[src/heun_pkg.sv]
// Shared types, constants and saturating helpers for the Heun ODE solver core.
// Used by heun_mul and heun_second_order_ode_solver_core; no dependencies.
package heun_pkg;

  localparam int DATA_W           = 32;
  localparam int FRAC_BITS_DEF    = 16;
  localparam int MAX_STEPS_DEF    = 65536;
  localparam int CFG_IDX_W        = 2;

  localparam logic [CFG_IDX_W-1:0] REG_START_X     = 2'd0;
  localparam logic [CFG_IDX_W-1:0] REG_START_Y     = 2'd1;
  localparam logic [CFG_IDX_W-1:0] REG_START_SLOPE = 2'd2;
  localparam logic [CFG_IDX_W-1:0] REG_STEP_H      = 2'd3;

  localparam logic signed [DATA_W-1:0] STEP_H_RESET = 32'sd6554;

  typedef logic signed [DATA_W-1:0] word_t;

  // Request to the shared multiplier; half selects the extra divide by two.
  typedef struct packed {
    logic go;
    logic half;
  } mul_req_t;

  typedef enum logic [10:0] {
    ST_IDLE  = 11'b000_0000_0001,
    ST_CHECK = 11'b000_0000_0010,
    ST_M1    = 11'b000_0000_0100,
    ST_M2    = 11'b000_0000_1000,
    ST_M3    = 11'b000_0001_0000,
    ST_M4    = 11'b000_0010_0000,
    ST_M5    = 11'b000_0100_0000,
    ST_M6    = 11'b000_1000_0000,
    ST_M7    = 11'b001_0000_0000,
    ST_DONE  = 11'b010_0000_0000,
    ST_SPARE = 11'b100_0000_0000
  } state_t;

  function automatic word_t sat34(input logic signed [33:0] a);
    word_t r;
    if (a > 34'sd2147483647) begin
      r = 32'sh7fffffff;
    end else if (a < -34'sd2147483648) begin
      r = 32'sh80000000;
    end else begin
      r = a[31:0];
    end
    return r;
  endfunction

  function automatic word_t sat_add(input word_t a, input word_t b);
    logic signed [33:0] s;
    s = 34'(a) + 34'(b);
    return sat34(s);
  endfunction

  // 2x - y - v, saturated
  function automatic word_t deriv2(input word_t x, input word_t y, input word_t v);
    logic signed [33:0] s;
    s = (34'(x) <<< 1) - 34'(y) - 34'(v);
    return sat34(s);
  endfunction

  // 2*|t - x| <= |h|, exact
  function automatic logic reached(input word_t x, input word_t t, input word_t h);
    logic signed [32:0] d;
    logic signed [32:0] hx;
    logic [32:0]        ad;
    logic [32:0]        ah;
    d  = 33'(t) - 33'(x);
    hx = 33'(h);
    ad = d[32] ? 33'(-d) : 33'(d);
    ah = hx[32] ? 33'(-hx) : 33'(hx);
    return {ad, 1'b0} <= {1'b0, ah};
  endfunction

endpackage

[src/heun_mul.sv]
// Shared signed 32x32 multiplier with round-to-nearest and saturation to 32 bits.
// Depends on heun_pkg. Result is valid the cycle after a request.
module heun_mul import heun_pkg::*; #(
  parameter int FRAC_BITS = FRAC_BITS_DEF
) (
  input  logic     clk,
  input  mul_req_t req,
  input  word_t    a,
  input  word_t    b,
  output word_t    res
);

  localparam logic signed [63:0] RND_Q = 64'sd1 <<< (FRAC_BITS - 1);
  localparam logic signed [63:0] RND_H = 64'sd1 <<< FRAC_BITS;

  logic signed [63:0] prod;
  logic               half_q;
  logic signed [63:0] shifted;

  // Rounding constant is folded into the multiply-add
  always_ff @(posedge clk) begin
    if (req.go) begin
      prod   <= 64'(a) * 64'(b) + (req.half ? RND_H : RND_Q);
      half_q <= req.half;
    end
  end

  always_comb begin
    shifted = half_q ? (prod >>> (FRAC_BITS + 1)) : (prod >>> FRAC_BITS);
    if (shifted > 64'sd2147483647) begin
      res = 32'sh7fffffff;
    end else if (shifted < -64'sd2147483648) begin
      res = 32'sh80000000;
    end else begin
      res = shifted[31:0];
    end
  end

endmodule

[src/heun_second_order_ode_solver_core.sv]
// Heun (RK2) solver for y'' = 2x - y - y' in signed fixed point, top level.
// Depends on heun_pkg and heun_mul.
//
// Usage:
//   Write start_x, start_y, start_slope and step_h through cfg_we/cfg_index/cfg_data
//   while the core is idle. Each input item on s_tdata is a target abscissa; the
//   core steps from the start point until the abscissa lies within half a step of
//   the target or the step limit is hit, and returns one item: y on m_tdata and
//   the not-reached flag on m_tuser. A zero step or one pointing away takes no step.
// Sequencing: an accepted item passes through a check state, then any Heun steps,
//   up to MAX_STEPS of them, then the done state that loads the output register.
//   Each Heun step runs through sequencer states M1 to M7 around the one shared
//   multiplier, which carries four dependent products per step.
// Flow: one item at a time; s_tready is high only when the sequencer idles,
//   so the next item is taken only after the previous result has been loaded.
//   A finished result sits in the output register, so a new item is taken while
//   it waits.
// Reset: registers return to start 0, 0, 0 and step 6554; no item is pending.
// Stall: with m_tready low a new result waits in the sequencer until the output
//   register is free; nothing is dropped.
module heun_second_order_ode_solver_core import heun_pkg::*; #(
  parameter int MAX_STEPS = MAX_STEPS_DEF,
  parameter int FRAC_BITS = FRAC_BITS_DEF
) (
  input  logic                 clk,
  input  logic                 rst,
  input  logic                 cfg_we,
  input  logic [CFG_IDX_W-1:0] cfg_index,
  input  logic [DATA_W-1:0]    cfg_data,
  input  logic                 s_tvalid,
  output logic                 s_tready,
  input  logic [DATA_W-1:0]    s_tdata,   // [31:0] target_x
  output logic                 m_tvalid,
  input  logic                 m_tready,
  output logic [DATA_W-1:0]    m_tdata,   // [31:0] y_at_target
  output logic                 m_tuser    // [0] not_reached
);

  localparam int CNT_W = (MAX_STEPS > 1) ? $clog2(MAX_STEPS) : 1;
  localparam logic [CNT_W-1:0] CNT_LAST = CNT_W'(MAX_STEPS - 1);

  word_t start_x, start_y, start_slope, step_h;
  word_t x, y, v, t;
  word_t m21, m22, yp, vp, xp, s1, s2;
  logic [CNT_W-1:0] n;
  logic             flag;
  state_t           state, state_next;

  mul_req_t mreq;
  word_t    mul_b;
  word_t    mres;

  logic  done_hit;
  logic  wrong_dir;
  logic  out_free;
  logic signed [32:0] d;

  heun_mul #(.FRAC_BITS(FRAC_BITS)) u_mul (
    .clk (clk),
    .req (mreq),
    .a   (step_h),
    .b   (mul_b),
    .res (mres)
  );

  // Configuration registers
  always_ff @(posedge clk) begin
    if (rst) begin
      start_x     <= '0;
      start_y     <= '0;
      start_slope <= '0;
      step_h      <= STEP_H_RESET;
    end else if (cfg_we) begin
      unique case (cfg_index)
        REG_START_X:     start_x     <= cfg_data;
        REG_START_Y:     start_y     <= cfg_data;
        REG_START_SLOPE: start_slope <= cfg_data;
        REG_STEP_H:      step_h      <= cfg_data;
        default: ;
      endcase
    end
  end

  assign s_tready = (state == ST_IDLE);
  assign out_free = !m_tvalid || m_tready;
  assign done_hit = reached(x, t, step_h);
  assign d        = 33'(t) - 33'(x);
  assign wrong_dir = (step_h == '0) ||
                     ((!step_h[31]) != (!d[32] && (d != '0)));

  // Multiplier schedule
  always_comb begin
    mreq  = '{go: 1'b0, half: 1'b0};
    mul_b = v;
    unique case (state)
      ST_M1: begin
        mreq  = '{go: 1'b1, half: 1'b0};
        mul_b = v;
      end
      ST_M2: begin
        mreq  = '{go: 1'b1, half: 1'b0};
        mul_b = m21;
      end
      ST_M5: begin
        mreq  = '{go: 1'b1, half: 1'b1};
        mul_b = s1;
      end
      ST_M6: begin
        mreq  = '{go: 1'b1, half: 1'b1};
        mul_b = s2;
      end
      default: ;
    endcase
  end

  always_comb begin
    state_next = state;
    unique case (state)
      ST_IDLE:  if (s_tvalid) state_next = ST_CHECK;
      ST_CHECK: state_next = (done_hit || wrong_dir) ? ST_DONE : ST_M1;
      ST_M1:    state_next = ST_M2;
      ST_M2:    state_next = ST_M3;
      ST_M3:    state_next = ST_M4;
      ST_M4:    state_next = ST_M5;
      ST_M5:    state_next = ST_M6;
      ST_M6:    state_next = ST_M7;
      ST_M7:    state_next = (done_hit || (n == CNT_LAST)) ? ST_DONE : ST_M1;
      ST_DONE:  if (out_free) state_next = ST_IDLE;
      default:  state_next = ST_IDLE;
    endcase
  end

  always_ff @(posedge clk) begin
    if (rst) begin
      state <= ST_IDLE;
    end else begin
      state <= state_next;
    end
  end

  // Datapath registers
  always_ff @(posedge clk) begin
    unique case (state)
      ST_IDLE: begin
        x <= start_x;
        y <= start_y;
        v <= start_slope;
        t <= s_tdata;
        n <= '0;
      end
      ST_CHECK: flag <= !done_hit;
      ST_M1: m21 <= deriv2(x, y, v);
      ST_M2: yp  <= sat_add(y, mres);
      ST_M3: begin
        vp <= sat_add(v, mres);
        xp <= sat_add(x, step_h);
      end
      ST_M4: begin
        s1  <= sat_add(v, vp);
        m22 <= deriv2(xp, yp, vp);
      end
      ST_M5: s2 <= sat_add(m21, m22);
      ST_M6: begin
        y <= sat_add(y, mres);
        x <= xp;
      end
      ST_M7: begin
        v    <= sat_add(v, mres);
        flag <= !done_hit;
        if (!done_hit && (n != CNT_LAST)) n <= n + 1'b1;
      end
      default: ;
    endcase
  end

  // Output register
  always_ff @(posedge clk) begin
    if (rst) begin
      m_tvalid <= 1'b0;
    end else if (state == ST_DONE && out_free) begin
      m_tvalid <= 1'b1;
    end else if (m_tready) begin
      m_tvalid <= 1'b0;
    end
  end

  always_ff @(posedge clk) begin
    if (state == ST_DONE && out_free) begin
      m_tdata <= y;
      m_tuser <= flag;
    end
  end

  a_accept_starts: assert property (@(posedge clk) disable iff (rst)
    s_tvalid && s_tready |=> state == ST_CHECK)
    else $error("accepted item did not start the run");

  a_done_loads: assert property (@(posedge clk) disable iff (rst)
    state == ST_DONE && out_free |=> m_tvalid && state == ST_IDLE)
    else $error("result not moved to output register");

  a_limit_flag: assert property (@(posedge clk) disable iff (rst)
    state == ST_M7 && !done_hit && n == CNT_LAST |=> state == ST_DONE && flag)
    else $error("step limit did not end the run with flag");

  a_busy_blocks: assert property (@(posedge clk) disable iff (rst)
    state != ST_IDLE |-> !s_tready)
    else $error("input taken while busy");

endmodule
[config.mk]
export PLATFORM = sky130hd
export DESIGN_NAME = heun_second_order_ode_solver_core
export DESIGN_NICKNAME = d
export VERILOG_FILES = /design/src/heun_pkg.sv /design/src/heun_mul.sv /design/src/heun_second_order_ode_solver_core.sv
export SDC_FILE = /design/constraint.sdc
export NUM_CORES = 2
export LEC_CHECK = 0
export BUFFER_PORTS_ARGS = -buffer_cell sky130_fd_sc_hd__buf_4
export CORE_MARGIN = 4
export CORE_UTILIZATION = 47
export DETAILED_ROUTE_END_ITERATION = 10
export GPL_ROUTABILITY_DRIVEN = 0
export PLACE_DENSITY_LB_ADDON = 0.15
export SYNTH_ARGS = -nofsm -noshare
export SYNTH_HDL_FRONTEND = slang
export SYNTH_SLANG_ARGS = --single-unit
[constraint.sdc]
create_clock -name clk -period 14.9 [get_ports clk]
set_input_delay 0.745 -clock clk [delete_from_list [all_inputs] [get_ports clk]]
set_output_delay 0.745 -clock clk [all_outputs]
set_load 0.1 [all_outputs]
==> results.yml <==
worst_setup_path:
  slowest_delay_ps: 1050
  cp.buffers_inverters: 9
  crit_fanout: 52
  crit_path_end_kind: "register"
  slowest_stage: "fa_1"
  cpMostUsedCell: "fa_1"
  start_kind: "register"
  worstPathRequired_ps: 15270
  cp_top_family: "adder cells"
  crit_type: "reg -> reg"
  arrival_ps: 11880
run:
  maxCapViolations: 1
drt:
  first_iter_violations: 6251
  routed_wl_um: 264000
  via_per_inst: 5.83
  vias: 59702
  detail-route-antenna-nets: 0
  drc: 0
  drtPass1Iterations: 6
  post_drt_wl_per_cell_um: 25.8
logic_synthesis:
  netlist_instances: 8123
  synth_seq_cells: 590
  synth_edf_count: 451
  ys_seq_area_share_pct: 21.4
  syn_nets: 9824
  syn_area_sq_mm: 0.0763
  async_flop_share_pct: 0
  syn_avg_cell_area_sq_um: 9.40
  synthFlopType: "edfxtp_1"
  synth_warnings: 0
  ys_types: 95
timing:
  slew_violations: 0
  grt_setup_unrepaired: "no"
  finalSetupViolCount: 0
  finalClockSkew_ps: 30.2
  post-route-period-util_pct: 77.3
  whs_ps: 293
  worst_pin_slew_ps: 1470
  timing.setup.tns_ps: 0
  max_freq_mhz: 86.9
  slew_headroom_pct: 0.629
  hold_viol: 0
  period_needed_ps: 11510
finish:
  final_cell_mix: "1,252 x inv_1, 1,153 x fa_1, 1,067 x nand2_1"
  drive_gt1_share_pct: 5.89
  final_common_cell: "inv_1"
  syn_to_final_growth_pct: 7.07
  fin_nets: 9720
  fillCellCount: 14983
floorplan:
  pin_count: 106
  chipWidth_um: 411
  coreArea_sq_mm: 0.161
  start_util_pct: 47.4
  row_count: 147
  die_area_sq_mm: 0.169
  die_h_um: 411
grt:
  grt_pass1_wl_um: 396000
  grt_usage_pct: 31.5
  grt_pass1_vias: 60901
  antenna_found_initial: 13
  grt-ovfl-total: 0
  grt_start_max_net_pins: 74
cts:
  cts_buffer_depth: 3
  cts_buffers: 68
  cts_tree: "done"
  cts_sinks: 590
  root_buffer: "clkbuf_16"
  cts-resized-gates: 0
  worstSkewPairLatency_ps: 650
  cts_post_setup_buffers_inserted: 0
  clk_pin_slew_ps: 60
  hold_buffers: 0
  cts_max_level: 3
placed_design:
  numPortBuffers: 105
  hpwl_um: 200000
status:
  violations: "capacitance limit"
  status: "finished with violations"
worst_hold_path:
  min_path_type: "in -> reg"
==> stage by stage <==
step	instances	cell area [sq um]	setup slack (ps)	util [%]
6_report	10234	81700	3390	50.8
5_1_grt	10232	81700	2680	50.8
4_1_cts	10231	81700	3340	50.8
3_5_place_dp	10109	79500	3360	49.4
3_3_place_gp	10109	79500	3510	49.4
2_1_floorplan	8123	76300	4570	-
==> routing by layer <==
| layer | global-route usage, % | vias to the layer above | share of wire (%) |
|---|---|---|---|
| li1 | - | 26149 | - |
| met1 | 42.7 | 30150 | 40 |
| met2 | 48.8 | 2795 | 45 |
| met3 | 5.57 | 604 | 9.3 |
| met4 | 15.8 | 4 | 6.0 |
| met5 | 0 | - | 0.010 |
==> flip-flops by register name, indices dropped and copies added, names as in the netlist, 16 cells and up <==
| name | cells |
|---|---|
| start_x | 32 |
| vp | 32 |
| start_slope | 32 |
| m22 | 32 |
| yp | 32 |
| m21 | 32 |
| start_y | 32 |
| m_tdata | 32 |
| n | 16 |
| v | 32 |
| xp | 32 |
| t | 32 |
| step_h | 32 |
| u_mul.prod | 48 |
| y | 32 |
| s1 | 32 |
| s2 | 32 |
| x | 32 |
==> cell families (layout without fill, tap and decap cells) <==
| group | count (synthesis) | count (layout) | synth area share, % |
|---|---|---|---|
| compound gates | 1446 | 1446 | 12.0 |
| simple gates | 2341 | 2341 | 14.8 |
| fa+ha+maj | 1663 | 1663 | 38.5 |
| xor+xnor | 347 | 347 | 3.98 |
| flops | 590 | 590 | 21.4 |
| mux | 79 | 79 | 1.10 |
| buf+inv | 1656 | 1604 | 8.15 |
| other cells | 1 | 4 | 0.00491 |
==> worst paths after layout <==
path	startpoint	endpoint	slack, ps	depth (start not counted)
worst min-delay path	s_tdata[0]	t[0]$_DFFE_PP_	290	1
worst max register to register	state[1]$_SDFFE_PP0P_	u_mul.prod[63]$_DFFE_PP_	3390	33
worst max-delay path	state[1]$_SDFFE_PP0P_	u_mul.prod[63]$_DFFE_PP_	3390	33
worst min register to register	start_y[18]$_SDFFE_PP0P_	start_y[18]$_SDFFE_PP0P_	450	2
==> final cells by class <==
class | count | area, sq um | share of cell area, %
Antenna cell | 3 | 7.51 | 0.00919
Tap cell | 2160 | 2700 | 3.31
Multi-Input combinational cell | 5877 | 54000 | 66.1
Clock buffer | 91 | 1890 | 2.31
Clock inverter | 31 | 337 | 0.412
Sequential cell | 590 | 16300 | 20.0
Timing Repair Buffer | 228 | 1710 | 2.09
Inverter | 1254 | 4710 | 5.76
==> Yosys cell counts, types with 19 or more instances <==
cell | number | area, sq um
a22oi_1 | 41 | 308
edfxtp_1 | 451 | 13500
xor2_1 | 138 | 1210
or2_2 | 26 | 163
and2_1 | 356 | 2230
maj3_1 | 33 | 330
o211ai_1 | 21 | 158
nor2_1 | 263 | 987
nand2_1 | 1071 | 4020
nor3_1 | 49 | 245
nand2b_1 | 56 | 350
nand3_1 | 89 | 445
ha_1 | 477 | 5970
o21a_1 | 48 | 360
nor4_1 | 20 | 125
o31ai_1 | 33 | 248
fa_1 | 1153 | 23100
a21o_1 | 222 | 1670
a21oi_1 | 489 | 2450
a211oi_1 | 36 | 270
nor2b_1 | 209 | 1310
mux2i_1 | 38 | 380
o21bai_1 | 57 | 428
dfxtp_1 | 139 | 2780
and3_1 | 41 | 257
mux2_2 | 41 | 462
nand4_1 | 44 | 275
buf_1 | 19 | 71.3
a31oi_1 | 40 | 250
o21ai_0 | 276 | 1380
inv_1 | 1252 | 4700
xnor2_1 | 209 | 1830
clkbuf_1 | 379 | 1420
or3_1 | 23 | 144
Power is not shown: default switching activity piles up to over one toggle a cycle in this logic, so the estimate is an artifact.
